### src/clws_pkg.sv
`default_nettype none

package clws_pkg;

  localparam int COLUMNS = 20;
  localparam int ROWS = 4;
  localparam int CELLS = ROWS * COLUMNS;
  localparam int CURSOR_W = $clog2(CELLS + 1);
  localparam int ROW_W = 2;
  localparam int COL_W = 5;
  localparam int CFG_IDX_W = 3;
  localparam int CFG_DATA_W = 8;
  localparam int MAX_BYTES = 3;
  localparam int BYTE_IDX_W = 2;
  localparam int XFER_IDX_W = 3;

  typedef enum logic [1:0] {
    FUNC_CHAR  = 2'd0,
    FUNC_CMD   = 2'd1,
    FUNC_GOTO  = 2'd2,
    FUNC_CLEAR = 2'd3
  } func_e;

  typedef enum logic [CFG_IDX_W-1:0] {
    CFG_FOUR_BIT = 3'd0,
    CFG_ROW0_CMD = 3'd1,
    CFG_ROW1_CMD = 3'd2,
    CFG_ROW2_CMD = 3'd3,
    CFG_ROW3_CMD = 3'd4,
    CFG_CLEAR_CMD = 3'd5
  } cfg_idx_e;

  localparam logic [7:0] ROW0_CMD_RST = 8'h80;
  localparam logic [7:0] ROW1_CMD_RST = 8'hC0;
  localparam logic [7:0] ROW2_CMD_RST = 8'h94;
  localparam logic [7:0] ROW3_CMD_RST = 8'hD4;
  localparam logic [7:0] CLEAR_CMD_RST = 8'h01;

  typedef struct packed {
    logic [1:0]       func;
    logic [7:0]       payload;
    logic [ROW_W-1:0] row;
    logic [COL_W-1:0] column;
  } in_item_t;

  typedef struct packed {
    logic       reg_select;
    logic [7:0] bus_value;
    logic       last;
  } out_item_t;

endpackage

`default_nettype wire

### src/char_lcd_write_sequencer_top.sv
// channel  | direction | handshake                | payload
// ---------+-----------+--------------------------+--------------------------
// in       | input     | in_valid_i / in_stall_o  | in_item_i  (func, payload, row, column)
// out      | output    | out_valid_o / out_stall_i| out_item_o (reg_select, bus_value, last)
// cfg      | input     | cfg_we_i                 | cfg_idx_i, cfg_wdata_i
//
// an item is decoded into up to three bytes in the cycle it is accepted; the
// job register then sends one transfer per cycle while out is not stalled:
// one per byte, or two per byte in four-bit mode.
// a new item is taken in the cycle the previous item's last transfer leaves.
// items that send nothing leave the block idle. reset clears the cursor, the job
// and loads the default command bytes. a stall on out holds the transfer.
`default_nettype none

module char_lcd_write_sequencer_top (
  input  wire                            clk_i,
  input  wire                            rst_ni,
  input  wire                            in_valid_i,
  output logic                           in_stall_o,
  input  clws_pkg::in_item_t             in_item_i,
  output logic                           out_valid_o,
  input  wire                            out_stall_i,
  output clws_pkg::out_item_t            out_item_o,
  input  wire                            cfg_we_i,
  input  wire [clws_pkg::CFG_IDX_W-1:0]  cfg_idx_i,
  input  wire [clws_pkg::CFG_DATA_W-1:0] cfg_wdata_i
);

  // configuration
  logic       four_bit_q;
  logic [7:0] row_cmd_q [4];
  logic [7:0] clear_cmd_q;

  // cursor and job
  logic [clws_pkg::CURSOR_W-1:0]   cursor_q, cursor_d;
  logic                            busy_q, busy_d;
  logic [7:0]                      job_byte_q [clws_pkg::MAX_BYTES];
  logic [7:0]                      job_byte_d [clws_pkg::MAX_BYTES];
  logic [clws_pkg::MAX_BYTES-1:0]  job_rs_q, job_rs_d;
  logic [1:0]                      job_cnt_q, job_cnt_d;
  logic                            job_nib_q;
  logic [clws_pkg::XFER_IDX_W-1:0] idx_q, idx_d;

  logic                            in_fire, out_fire, done;
  logic [clws_pkg::XFER_IDX_W-1:0] total;
  logic [clws_pkg::BYTE_IDX_W-1:0] bsel;
  logic [7:0]                      cur_byte;
  logic                            cur_rs;
  logic                            row_hit;
  logic [1:0]                      hit_row;

  always_ff @(posedge clk_i or negedge rst_ni) begin
    if (!rst_ni) begin
      four_bit_q   <= 1'b1;
      row_cmd_q[0] <= clws_pkg::ROW0_CMD_RST;
      row_cmd_q[1] <= clws_pkg::ROW1_CMD_RST;
      row_cmd_q[2] <= clws_pkg::ROW2_CMD_RST;
      row_cmd_q[3] <= clws_pkg::ROW3_CMD_RST;
      clear_cmd_q  <= clws_pkg::CLEAR_CMD_RST;
    end else if (cfg_we_i) begin
      unique case (cfg_idx_i)
        clws_pkg::CFG_FOUR_BIT:  four_bit_q   <= cfg_wdata_i[0];
        clws_pkg::CFG_ROW0_CMD:  row_cmd_q[0] <= cfg_wdata_i;
        clws_pkg::CFG_ROW1_CMD:  row_cmd_q[1] <= cfg_wdata_i;
        clws_pkg::CFG_ROW2_CMD:  row_cmd_q[2] <= cfg_wdata_i;
        clws_pkg::CFG_ROW3_CMD:  row_cmd_q[3] <= cfg_wdata_i;
        clws_pkg::CFG_CLEAR_CMD: clear_cmd_q  <= cfg_wdata_i;
        default: ;
      endcase
    end
  end

  // output side
  assign total = job_nib_q ? {job_cnt_q, 1'b0} : {1'b0, job_cnt_q};
  assign bsel  = job_nib_q ? idx_q[2:1] : idx_q[1:0];

  always_comb begin
    unique case (bsel)
      2'd0:    begin cur_byte = job_byte_q[0]; cur_rs = job_rs_q[0]; end
      2'd1:    begin cur_byte = job_byte_q[1]; cur_rs = job_rs_q[1]; end
      default: begin cur_byte = job_byte_q[2]; cur_rs = job_rs_q[2]; end
    endcase
  end

  always_comb begin
    out_valid_o = busy_q;
    out_item_o.reg_select = cur_rs;
    if (job_nib_q) begin
      out_item_o.bus_value = idx_q[0] ? {4'd0, cur_byte[3:0]} : {4'd0, cur_byte[7:4]};
    end else begin
      out_item_o.bus_value = cur_byte;
    end
    out_item_o.last = (idx_q == total - 3'd1);
  end

  assign out_fire   = out_valid_o && !out_stall_i;
  assign done       = out_fire && out_item_o.last;
  assign in_stall_o = busy_q && !done;
  assign in_fire    = in_valid_i && !in_stall_o;

  // cursor at the start of a row other than the first
  always_comb begin
    row_hit = 1'b0;
    hit_row = 2'd0;
    for (int k = 1; k < clws_pkg::ROWS; k++) begin
      if (cursor_q == clws_pkg::CURSOR_W'(k * clws_pkg::COLUMNS)) begin
        row_hit = 1'b1;
        hit_row = 2'(k);
      end
    end
  end

  // decode the item into a list of bytes
  always_comb begin
    cursor_d = cursor_q;
    job_cnt_d = 2'd0;
    job_rs_d = '0;
    for (int i = 0; i < clws_pkg::MAX_BYTES; i++) begin
      job_byte_d[i] = 8'd0;
    end
    unique case (in_item_i.func)
      clws_pkg::FUNC_CHAR: begin
        if (cursor_q == clws_pkg::CURSOR_W'(clws_pkg::CELLS)) begin
          job_byte_d[0] = clear_cmd_q;
          job_byte_d[1] = row_cmd_q[0];
          job_byte_d[2] = in_item_i.payload;
          job_rs_d = 3'b100;
          job_cnt_d = 2'd3;
          cursor_d = clws_pkg::CURSOR_W'(1);
        end else if (row_hit) begin
          job_byte_d[0] = row_cmd_q[hit_row];
          job_byte_d[1] = in_item_i.payload;
          job_rs_d = 3'b010;
          job_cnt_d = 2'd2;
          cursor_d = cursor_q + clws_pkg::CURSOR_W'(1);
        end else begin
          job_byte_d[0] = in_item_i.payload;
          job_rs_d = 3'b001;
          job_cnt_d = 2'd1;
          cursor_d = cursor_q + clws_pkg::CURSOR_W'(1);
        end
      end
      clws_pkg::FUNC_CMD: begin
        job_byte_d[0] = in_item_i.payload;
        job_cnt_d = 2'd1;
      end
      clws_pkg::FUNC_GOTO: begin
        if ((32'(in_item_i.column) < clws_pkg::COLUMNS) &&
            (32'(in_item_i.row) < clws_pkg::ROWS)) begin
          job_byte_d[0] = row_cmd_q[in_item_i.row] + {3'd0, in_item_i.column};
          job_cnt_d = 2'd1;
          cursor_d = clws_pkg::CURSOR_W'(32'(in_item_i.row) * clws_pkg::COLUMNS
                                         + 32'(in_item_i.column));
        end
      end
      default: begin
        job_byte_d[0] = clear_cmd_q;
        job_cnt_d = 2'd1;
        cursor_d = '0;
      end
    endcase
  end

  always_comb begin
    busy_d = busy_q;
    idx_d = idx_q;
    if (in_fire) begin
      busy_d = (job_cnt_d != 2'd0);
      idx_d = '0;
    end else if (done) begin
      busy_d = 1'b0;
    end else if (out_fire) begin
      idx_d = idx_q + 3'd1;
    end
  end

  always_ff @(posedge clk_i or negedge rst_ni) begin
    if (!rst_ni) begin
      cursor_q <= '0;
      busy_q <= 1'b0;
      idx_q <= '0;
    end else begin
      busy_q <= busy_d;
      idx_q <= idx_d;
      if (in_fire) begin
        cursor_q <= cursor_d;
      end
    end
  end

  always_ff @(posedge clk_i) begin
    if (in_fire) begin
      job_byte_q <= job_byte_d;
      job_rs_q <= job_rs_d;
      job_cnt_q <= job_cnt_d;
      job_nib_q <= four_bit_q;
    end
  end

  cursor_in_range: assert property (@(posedge clk_i) disable iff (!rst_ni)
    cursor_q <= clws_pkg::CURSOR_W'(clws_pkg::CELLS))
    else $error("cursor beyond screen");

  idx_in_job: assert property (@(posedge clk_i) disable iff (!rst_ni)
    busy_q |-> (idx_q < total))
    else $error("transfer index past job length");

  cmd_sends: assert property (@(posedge clk_i) disable iff (!rst_ni)
    in_fire && (in_item_i.func == clws_pkg::FUNC_CMD) |=> out_valid_o)
    else $error("raw command produced no transfer");

  idle_after_done: assert property (@(posedge clk_i) disable iff (!rst_ni)
    done && !in_fire |=> !out_valid_o)
    else $error("transfer after last of item");

endmodule

`default_nettype wire

### config.mk
export PLATFORM = sky130hd
export DESIGN_NAME = char_lcd_write_sequencer_top
export DESIGN_NICKNAME = d
export VERILOG_FILES = /design/src/clws_pkg.sv /design/src/char_lcd_write_sequencer_top.sv
export SDC_FILE = /design/constraint.sdc
export NUM_CORES = 1
export LEC_CHECK = 0
export BUFFER_PORTS_ARGS = -buffer_cell sky130_fd_sc_hd__buf_2
export CORE_UTILIZATION = 50
export DETAILED_ROUTE_END_ITERATION = 8
export GPL_TIMING_DRIVEN = 0
export PLACE_DENSITY = 0.67
export SLEW_MARGIN = 5
export SYNTH_ARGS = -nofsm -noshare
export SYNTH_HDL_FRONTEND = slang
export SYNTH_SLANG_ARGS = --single-unit
### constraint.sdc
create_clock -name clk_i -period 4.87 [get_ports clk_i]
set_input_delay 0.7305 -clock clk_i [delete_from_list [all_inputs] [get_ports clk_i]]
set_output_delay 0.7305 -clock clk_i [all_outputs]
set_load 0.02 [all_outputs]
* Word level (Yosys, flattened, before mapping) *
Cells that the tools add are included.

word-level totals
  bits in registers = 82
  latch bits = 0
  memory bits (writable) = 0
  ROM bits = 0
  input port bits = 33
  output and inout bits = 12
  word-level logic and storage cells = 104
  memories kept = 0

cells by class
  $add $sub $neg = 5
  multiply operators = 1
  div/mod/pow operators = 0
  magnitude comparators = 3
  eq/ne operators = 15
  shift operators = 0
  multiplexer cells = 37
  bitwise gates (word level) = 4
  reduce and logical (&&, ||, !) cells = 23

operator list
  operator             count
  $mux 8               8
  $bmux 8 s2           2
  $pmux 8 s3           1
  $pmux 7 s3           1
  $mux 16              1
  $pmux 8 s2           1
  $reduce_and 2->1     8
  $mux 3               5
  $eq 7x6->1 const B   2
  $mux 7               2
  $mux 2               6
  $add 8x5->8          1
  $add 7x1->7 const B  1
  $add 7x5->7          1
  $eq 7x5->1 const B   1
  $eq 7x7->1 const B   1
  $mux 1               7
  $eq 3x2->1 const B   2
  $eq 3x3->1 const B   2
  $ge 3x3->1 const B   2
  $not 2->3            2
  $reduce_bool 2->1    3
  $lt 5x5->1 const B   1
  $mul 2x3->5 const B  1
  17 further kinds     26

* Depth between registers and ports, before layout *
Gate-level depths: netlist of run 1.

  word-level depth = 11
  depth in mapped cells = 10
  gate-level depth less buffers = 9

* Worst setup path before layout of run 1 *
No wires, ideal clock.

  kind = reg-to-reg
  start point = reg job_nib_q
  end point = reg job_byte_q[0] in the netlist's numbering, enable pin
  setup time = 0.417 ns
  arrival time = 3.221 ns
  required time = 4.453 ns
  setup slack = 1.232 ns
  cell stages (with the launch flop) = 9
  buffers on the path = 2
  clock period less this slack = 3.638 ns
  cell sequence = edfxtp_1 > buf_2 > nand2b_1 > ha_1 > xor2_2 > xnor2_1 > o41a_1 > clkbuf_1 > nor2_1

between the ends
  cells in the longest elaborated chain, start to end = 8

ends and longest elaborated chain
  item                    RTL line                             source
  start, declared         char_lcd_write_sequencer_top.sv:41   logic job_nib_q;
  start signal, assigned  char_lcd_write_sequencer_top.sv:196  job_nib_q <= four_bit_q;
  $mux 3                  char_lcd_write_sequencer_top.sv:74   assign total = job_nib_q ? {job_cnt_q, 1'b0} : {1'b0, job_cnt_q};
  $sub 3x1->3             char_lcd_write_sequencer_top.sv:93   out_item_o.last = (idx_q == total - 3'd1);
  $eq 3x3->1              char_lcd_write_sequencer_top.sv:93
  $logic_and 1x1->1       char_lcd_write_sequencer_top.sv:97   assign done = out_fire && out_item_o.last;
  $logic_not 1->1         char_lcd_write_sequencer_top.sv:98   assign in_stall_o = busy_q && !done;
  $logic_and 1x1->1       char_lcd_write_sequencer_top.sv:98
  net in_stall_o          char_lcd_write_sequencer_top.sv:19   output logic in_stall_o,
  $logic_not 1->1         char_lcd_write_sequencer_top.sv:99   assign in_fire = in_valid_i && !in_stall_o;
  $logic_and 1x1->1       char_lcd_write_sequencer_top.sv:99
  net in_fire             char_lcd_write_sequencer_top.sv:44   logic in_fire, out_fire, done;
  end signal, assigned    char_lcd_write_sequencer_top.sv:193  job_byte_q <= job_byte_d;
  end, declared           char_lcd_write_sequencer_top.sv:37   logic [7:0] job_byte_q [clws_pkg::MAX_BYTES];

The timed path passes the listed nets, and every way through them passes these cells.
A chain may end at the register's enable or synchronous reset.

* Final worst setup path of run 1 *
  start point = reg job_nib_q
  end point = out in_stall_o

between the ends
  cells in the longest elaborated chain, start to end = 6

ends and longest elaborated chain
  item               RTL line
  $mux 3             char_lcd_write_sequencer_top.sv:74
  $sub 3x1->3        char_lcd_write_sequencer_top.sv:93
  $eq 3x3->1         char_lcd_write_sequencer_top.sv:93
  $logic_and 1x1->1  char_lcd_write_sequencer_top.sv:97
  $logic_not 1->1    char_lcd_write_sequencer_top.sv:98
  $logic_and 1x1->1  char_lcd_write_sequencer_top.sv:98
  end, declared      char_lcd_write_sequencer_top.sv:19

No other way between the ends.

==> results of run 1 <==
==> path summary, 6_finish.rpt <==
path / start / to / slack, ns / cells after the start
max in group asynchronous: rst_ni / row_cmd_q[22] / 4.01 / 2
max reg2reg: job_nib_q / job_byte_q[12] / 1.69 / 9
max: job_nib_q / in_stall_o / 1.50 / 8
min reg2reg: four_bit_q / job_nib_q / 0.54 / 0
min: rst_ni / cursor_q[5] / 0.27 / 1
min in group clk_i: four_bit_q / job_nib_q / 0.54 / 0
==> area by class of cell <==
type	instances	share of cell area
multi-input combinational	299	0.4530
inverter	12	0.008316
timing repair buffer	44	0.04528
clock buffer	10	0.02356
tap	129	0.02980
clock inverter	6	0.009240
sequential	82	0.4093
buffer	28	0.02148
==> state kept, by name, indices dropped and copies added, names as in the netlist <==
register	flops
cursor_q	7
clear_cmd_q	8
four_bit_q	1
job_cnt_q	2
idx_q	3
job_byte_q	24
job_nib_q	1
out_valid_o	1
row_cmd_q	32
job_rs_q	3
==> power groups by stage <==
stage                     registers (mW)  logic (mW)  clock network [mW]
final                               1.02       0.980               0.453
after global placement              1.03       0.945                   0
after CTS                           1.02       0.981               0.459
after global routing                1.04        1.09               0.483
after detailed placement            1.03       0.975                   0
after floorplan                    0.994       0.741                   0
==> layout by cell type, fill, tap and decap left out, types with 12 or more instances in the layout <==
| cell | count |
|---|---|
| a21oi_1 | 15 |
| and3_1 | 12 |
| buf_2 | 48 |
| clkbuf_1 | 20 |
| dfrtp_1 | 40 |
| dfstp_2 | 12 |
| edfxtp_1 | 30 |
| ha_1 | 12 |
| inv_1 | 12 |
| mux2_2 | 42 |
| mux2i_1 | 14 |
| nand2_1 | 14 |
| nor2_1 | 28 |
| o21ai_0 | 12 |
==> cell families (layout without fill, tap and decap cells) <==
group | Yosys count | after routing
muxes | 65 | 65
adders and majority gates | 14 | 14
and+or+nand+nor | 92 | 92
DFF | 82 | 82
xor gates and xnor gates | 14 | 14
AOI/OAI and AO/OA | 114 | 114
buffers and inverters | 40 | 100
==> per-layer routing <==
metal / global-route usage / vias up
met3: 0.03691 / 17
li1: - / 1729
met4: 0.08250 / 0
met5: 0 / -
met2: 0.3952 / 122
met1: 0.3301 / 1774
==> run metrics, run 1 <==
status complete, no violations; initial antenna violation count 0; highest routed layer met4; min-delay worst type input pin to asynchronous set/reset pin; RSZ-0062 raised after global routing false; top cells by area, synth dfrtp_1, edfxtp_1, mux2_2, dfstp_2, mux4_2; clk_lat worst skew between 0.3 and 0.4 ns; DRT antenna net count 0; synthesized area just under 5000 sq um; crit path buf inv count 3; post-synthesis mux area share 0.1671; setup ws final 1.500 ns; CTS Buf Count 9; met2 WL approximately 5400 um; worst slack, placed 1.419 ns; sw power roughly 940 uW; clock power share 0.185; static leakage 2.170 nW; Syn Area/Cell about 11 sq um; Worst Max-Slew Pin Slew 1.202 ns; CP max stage delay approximately 0.39 ns; port buffer count 42; cts repair resizes 0; Sequential Area between 2000 and 2500 sq um; switching share of power 0.3826; width of the die 100.3 um; CP Max Fanout 10; final worst path period share 0.6920; met3 wirelength from detailed routing a little under 600 um; htree depth 3; critical path arrival approximately 2.6 ns; power density cells between 400 and 500 nW/um^2; crit-path cells buf_2, nand2b_1, ha_1, xor2_2, xnor2_1, o41a_1, clkbuf_1, buf_2; Routed met1 length approximately 5200 um; Vias around 3600; Syn. warnings 0; Fin. Hold Viols 0; CTS clock-pin slew for the worst setup and hold paths around 0.10 ns; CTS tree built; Synth area leader dfrtp_1; Top Ports 45; Async S/R FF share, synth 0.6341; CTS root buf clkbuf_8; Crit Path Category register to output port; Comb power frac 0.399; CP delay by family, top buffers and inverters; drt pass-1 iters 5; maxcap violations 0; vias in the first global route around 3600; f_max roughly 300 MHz; Yosys reg bits between 80 and 90; layout cells sized above 1 0.2827; ys flop type dfrtp_1; setup bufs post-CTS 0; Post-Synth Simple-Gate Area 0.1023; Syn Inst Count between 400 and 500; CP Data Required Time ~4.1 ns; most frequent cell after synthesis mux2_2; Final Max Slew Viols 0; min Tclk post-route 3.370 ns; XOR/XNOR Fraction of Synth Area 0.02694; Unique masters post-synth 62; Slowest cell on crit path clkbuf_1; Final Power 2.457 mW; setup violators final 0; max_slew headroom 0.1926; Vias/cell 5.970; final hold slack 0.2694 ns; GRT overflow 0; post-synth net total about 470; Worst Setup End Kind output port; cell-internal power approximately 1.5 mW; gr usage total 0.2418; adder-cell share of the synthesized area 0.03938; part of the power in registers 0.416; startpoint types register; hpwl dp approximately 8700 um; Core Rows 35; Final Core Density 0.5834; number of enable flip-flop cells after synthesis 30; CTS Buffer Depth 2; fillers roughly 800; Max Clock Skew 0.01547 ns; Clock Sinks slightly above 80; Core ar. 9284 sq um; largest net degree at the start of global routing 53; WL/cell around 19 um; multi-input logic area 2454 sq um; drt initial violations 232; Total Wirelength between 10000 and 15000 um; Die Footprint 10060 sq um; area fraction in compound gates after synthesis 0.1718; Die H 100.3 um; Syn-to-layout area delta 12.15%; placed insts between 500 and 600; hold buffers post-CTS 0; Peak supply drop 0.0001969 V; first-pass GRT wire length around 19000 um; Residual DRC 0; largest family of logic cells by synthesized area compound AO/OA/AOI/OAI gates; most frequent CP cell buf_2; RePlAce Congestion approximately 0.87; diode count 0; Synth top area share 0.2073; Placed Area ~5200 sq um; nets between 500 and 600; Seq/Total Area, Yosys 0.4591; Fin Setup TNS 0 ns; Initial Utilization 0.5202; Finished Cell Area between 5000 and 6000 sq um; Post-synth top cells mux2_2, dfrtp_1, edfxtp_1, nor2_1, clkbuf_1; non-filler cells, final 610
Note: power is estimated with default switching activity, not from simulation.
==> inputs of run 2 (changes only) <==
Clock period 4.87 ns to 3.4 ns, I/O delays scaled along.
==> run metrics, run 2 (synthesis gave the netlist of run 1 again) <==
status complete, no violations; f_max around 310 MHz; min Tclk post-route between 3 and 4 ns; top flop regs row_cmd_q (32), job_byte_q (24), clear_cmd_q (8); Initial Utilization 0.5202 (unchanged); maxcap violations 0 (unchanged); commonest cells after routing, fill and taps aside buf_2, mux2_2, dfrtp_1; first-pass GRT wire length 18830 um (+1.1%); cell-internal power 2.234 mW (+47%); part of the power in registers 0.410 (-0.006); crit path buf inv count 3 (unchanged); Slowest cell on crit path clkbuf_1; RSZ-0062 raised after global routing false; RePlAce Congestion 0.9174 (+5.1%); startpoint types register; CP max stage delay 0.42 ns (+0.03 ns); Core ar. 9284 sq um (unchanged); CTS Buf Count 9 (unchanged); final worst path period share 0.9391; hold buffers post-CTS 0 (unchanged); GRT overflow 0 (unchanged); Die H 100.3 um (unchanged); Vias/cell 6.038 (+1.1%); sw power 1.344 mW (+43%); Die Footprint 10060 sq um (unchanged); switching share of power 0.3756 (-0.006914); setup ws final 0.2071 ns (-1.293 ns); setup bufs post-CTS 0 (unchanged); CTS root buf clkbuf_8; drt pass-1 iters 5 (unchanged); Core Rows 35 (unchanged); commonest non-fill, non-tap cell in the layout buf_2; vias in the first global route 3507 (-2.4%); Top Ports 45 (unchanged); max_slew headroom 0.1046 (-0.08792); gr usage total 0.2474 (+0.005599); CP Max Fanout 10 (unchanged); Crit Path Category register to output port; cts repair resizes 1 (+1); largest net degree at the start of global routing 53 (unchanged); port buffer count 42 (unchanged); non-filler cells, final 608 (-0.33%); htree depth 3 (unchanged); hpwl dp 8639 um (-0.35%); width of the die 100.3 um (unchanged); clk_lat worst skew 0.36 ns (about the same); CP delay by family, top buffers and inverters; Total Wirelength 11540 um (+2.2%); Sequential Area 2217 sq um (unchanged); clock power share 0.202 (+0.017); most frequent CP cell buf_2; Comb power frac 0.388 (-0.011); Peak supply drop 0.0002805 V (+42%); worst slack, placed -0.1032 ns (-1.522 ns); Fin Setup TNS 0 ns (unchanged); Final Max Slew Viols 0 (unchanged); CTS tree built; CTS clock-pin slew for the worst setup and hold paths 0.09 ns (about the same); power density cells 661.4 nW/um^2 (+46%); drt initial violations 228 (-1.7%); Fin. Hold Viols 0 (unchanged); critical path arrival 2.68 ns (+0.04 ns); max reg flops 32 (unchanged); static leakage 2.165 nW (-0.21%); Residual DRC 0 (unchanged); Max Clock Skew 0.01545 ns (-0.00002550 ns); diode count 0 (unchanged); Worst Setup End Kind output port; Clock Sinks 82 (unchanged); min-delay worst type input pin to asynchronous set/reset pin; fillers 814 (+0.25%); Biggest register row_cmd_q; crit-path cells buf_2, nand2b_1, ha_1, xor2_2, xnor2_1, o41a_1, clkbuf_1, buf_2; Syn-to-layout area delta 12.02%; DRT antenna net count 0 (unchanged); nets 521 (-0.38%); placed insts 592 (-0.17%); layout cells sized above 1 0.2797 (-0.002995); Worst Max-Slew Pin Slew 1.333 ns (+0.1309 ns); initial antenna violation count 0 (unchanged); multi-input logic area 2459 sq um (+0.20%); Vias 3671 (+0.80%); setup violators final 0 (unchanged); CP Data Required Time 2.89 ns (-1.25 ns); CTS Buffer Depth 2 (unchanged); WL/cell 18.98 um (+2.6%); final hold slack 0.1847 ns (-0.08474 ns)
## run 2: layer usage
layer	vias up	track usage	wire length, um
li1	1724	-	-
met1	1810	0.3464	5420
met2	119	0.3915	5375
met3	18	0.04318	540
met4	0	0.08138	204
met5	-	0	0
## run 2: worst register-to-register path: stages (launching register included)
cell and delay [ns]:
edfxtp_1 0.36, buf_2 0.20, nand2b_1 0.23, ha_1 0.25, xor2_2 0.16, xnor2_1 0.16
o41a_1 0.40, clkbuf_1 0.27, nor2_4 0.67
## run 2: worst paths after layout
kind	depth (start not counted)	startpoint	endpoint	slack [ns]
min in group clk_i	2	cfg_wdata_i[2]	row_cmd_q[18]	0.43
hold / removal	1	rst_ni	cursor_q[5]	0.18
hold reg to reg	0	four_bit_q	job_nib_q	0.54
setup reg to reg	8	job_nib_q	job_byte_q[12]	0.31
setup / recovery	8	job_nib_q	in_stall_o	0.21
max in group asynchronous	1	rst_ni	row_cmd_q[17]	2.75
## run 2: final cells by class
class / count / area share
Multi-Input combinational cell: 299 / 0.4544
Clock buffer: 9 / 0.02290
Tap cell: 129 / 0.02983
Clock inverter: 7 / 0.01388
Sequential cell: 82 / 0.4098
Timing Repair Buffer: 42 / 0.03932
Inverter: 12 / 0.008326
Buffer: 28 / 0.02151
## run 2: power by group through the flow
stage / registers [mW] / clock network (mW) / logic, mW
after floorplan: 1.42 / 0 / 1.06
after global placement: 1.47 / 0 / 1.35
after detailed placement: 1.48 / 0 / 1.38
after CTS: 1.46 / 0.737 / 1.39
after global routing: 1.50 / 0.788 / 1.54
final: 1.47 / 0.721 / 1.39
## run 2: metrics by stage
step | instance area [sq um] | power (mW) | util
after detailed placement | 5204 | 2.865 | 0.5605
after floorplan | 4832 | 2.485 | -
after global routing | 5410 | 3.822 | 0.5827
final | 5410 | 3.578 | 0.5827
after CTS | 5408 | 3.592 | 0.5825
after global placement | 5204 | 2.825 | 0.5605
==> inputs of run 3 (changes only) <==
Settings changed: ABC_AREA from default to 1, GPL_ROUTABILITY_DRIVEN from default to 0.
==> run metrics, run 3 <==
Total Wirelength 12540 um (+8.7%); Seq/Total Area, Yosys 0.4311 (-0.02792); number of enable flip-flop cells after synthesis 30 (unchanged); sw power 1.301 mW (-3.2%); htree depth 3 (unchanged); Crit Path Category input pin to register; cts repair resizes 0 (-1); fillers 950 (+17%); port buffer count 44 (+4.8%); Worst Setup End Kind register; max_slew headroom 0.5611 (+0.4565); Syn-to-layout area delta 12.41%; Clock Sinks 82 (unchanged); min-delay worst type input pin to asynchronous set/reset pin; final hold slack 0.1656 ns (-0.01908 ns); largest net degree at the start of global routing 53 (unchanged); Initial Utilization 0.5213 (+0.001093); synthesized area 5142 sq um (+6.5%); DRT antenna net count 0 (unchanged); RSZ-0062 raised after global routing false; nets 784 (+50%); CP delay by family, top buffers and inverters; gr usage total 0.2623 (+0.01491); clk_lat worst skew 0.37 ns (about the same); Placed Area 5529 sq um (+6.3%); Syn Inst Count 682 (+62%); Comb power frac 0.345 (-0.043); commonest non-fill, non-tap cell in the layout nand2_1; CP Max Fanout 10 (unchanged); Slowest cell on crit path clkbuf_1; Synth top area share 0.1946 (-0.01261); FF-to-FF path depth 10 (+2); Worst Max-Slew Pin Slew 0.6583 ns (-0.6745 ns); status complete, no violations; vias in the first global route 4267 (+22%); Fin Setup TNS 0 ns (unchanged); setup ws final 0.4697 ns (+0.2627 ns); Reg2Reg Setup Slack 0.84 ns (+0.53 ns); Finished Cell Area 5781 sq um (+6.8%); part of the power in registers 0.410 (about the same); Top Ports 45 (unchanged); Final Max Slew Viols 0 (unchanged); Async S/R FF share, synth 0.6341 (unchanged); Core ar. 9864 sq um (+6.3%); WL/cell 14.33 um (-24%); Die Footprint 10690 sq um (+6.4%); ys flop type dfrtp_1; layout cells sized above 1 0.1941 (-0.08568); cell-internal power 2.140 mW (-4.2%); Syn Area/Cell 7.540 sq um (-34%); commonest cells after routing, fill and taps aside nand2_1, nor2_1, o21ai_1; Yosys reg bits 82 (unchanged); met2 WL 6077 um (+13%); first-pass GRT wire length 20930 um (+11%); f_max 341.3 MHz (+9.0%); Routed met1 length 5638 um (+4.0%); launch point of the worst reg-to-reg path job_nib_q; CTS tree built; CTS clock-pin slew for the worst setup and hold paths 0.09 ns (about the same); reg2reg end job_byte_q[3]; clock power share 0.246 (+0.044); Vias 4573 (+25%); Max Clock Skew 0.01005 ns (-0.005398 ns); Fin. Hold Viols 0 (unchanged); hold buffers post-CTS 0 (unchanged); worst slack, placed 0.1229 ns (+0.2261 ns); Core Rows 36 (+2.9%); CP max stage delay 0.36 ns (-0.06 ns); Final Core Density 0.5860 (+0.003248); diode count 0 (unchanged); Peak supply drop 0.0002345 V (-16%); Synth area leader dfrtp_1; switching share of power 0.3781 (+0.002443); post-synth net total 729 (+56%); Post-synth top cells nand2_1, nor2_1, o21ai_1, inv_1, nand3_1; top cells by area, synth dfrtp_1, edfxtp_1, nand2_1, dfstp_2, o21ai_1; Final Power 3.442 mW (-3.8%); drt initial violations 182 (-20%); hpwl dp 9898 um (+15%); static leakage 2.786 nW (+29%); CP Data Required Time 3.52 ns (+0.63 ns); max reg flops 32 (unchanged); CTS root buf clkbuf_8; highest routed layer met4; Critical path origin in_item_i[5]; setup bufs post-CTS 0 (unchanged); non-filler cells, final 875 (+44%); min Tclk post-route 2.930 ns (-0.2627 ns); CTS Buf Count 9 (unchanged); Vias/cell 5.226 (-13%); startpoint types input pin; Residual DRC 0 (unchanged); initial antenna violation count 0 (unchanged); top flop regs row_cmd_q (32), job_byte_q (24), clear_cmd_q (8); crit path buf inv count 5 (+2); drt pass-1 iters 5 (unchanged); Biggest register row_cmd_q; GRT overflow 0 (unchanged); CTS Buffer Depth 2 (unchanged); power density cells 595.4 nW/um^2 (-10%); critical path arrival 3.05 ns (+0.37 ns); met3 wirelength from detailed routing 556 um (+3.0%); Die H 103.4 um (+3.1%); crit-path cells buf_2, buf_2, clkbuf_1, o21ai_0, o22ai_1, ha_1, inv_1, fa_1, inv_1, nand3_1, nand2_1, nand2_1, nand2_1, a21oi_1, a21oi_1, nand3_2; final worst path period share 0.8618 (-0.07726); setup violators final 0 (unchanged); Syn. warnings 0 (unchanged); maxcap violations 0 (unchanged); width of the die 103.4 um (+3.1%); most frequent CP cell nand2_1; Unique masters post-synth 43 (-31%); most frequent cell after synthesis nand2_1; placed insts 859 (+45%)
## run 3: final cells by class
type,count,area [sq um],share of cell area
multi-input cells,498,2475,0.4281
flip-flops and latches,82,2217,0.3836
inverters,82,311.5,0.05390
repair buffers,44,222.7,0.03853
clock buffers,12,198.9,0.03442
well taps,133,166.4,0.02879
plain buffers,20,138.9,0.02403
clock inverters,4,50.05,0.008658
## run 3: worst max path at each step
stage / endpoint / slack (ns) / cells after the start
2_1_floorplan: job_byte_q[22] / 0.75 / 15
3_3_place_gp: job_byte_q[22] / 0.18 / 16
3_5_place_dp: job_byte_q[22] / 0.12 / 16
4_1_cts: job_byte_q[22] / 0.52 / 16
5_1_grt: job_byte_q[22] / 0.22 / 16
6_report: job_byte_q[22] / 0.47 / 16
## run 3: cell families (layout without fill, tap and decap cells)
family | after synthesis | after routing | synth area share
AOI/OAI and AO/OA | 114 | 114 | 0.1219
xor gates and xnor gates | 9 | 9 | 0.01533
adders and majority gates | 14 | 14 | 0.03698
buffers and inverters | 102 | 162 | 0.08759
DFF | 82 | 82 | 0.4311
muxes | 1 | 1 | 0.001947
and+or+nand+nor | 360 | 360 | 0.3051
## run 3: per-layer routing
layer	track usage	vias up
met1	0.3384	2112
met2	0.4478	114
met4	0.1083	0
met3	0.03159	19
met5	0	-
li1	-	2328
## run 3: power groups by stage
stage	combinational [mW]	clock (mW)	sequential, mW
after floorplan	0.907	0	1.37
after global placement	1.15	0	1.41
after detailed placement	1.18	0	1.42
after CTS	1.19	0.861	1.41
after global routing	1.36	0.892	1.43
final	1.19	0.846	1.41
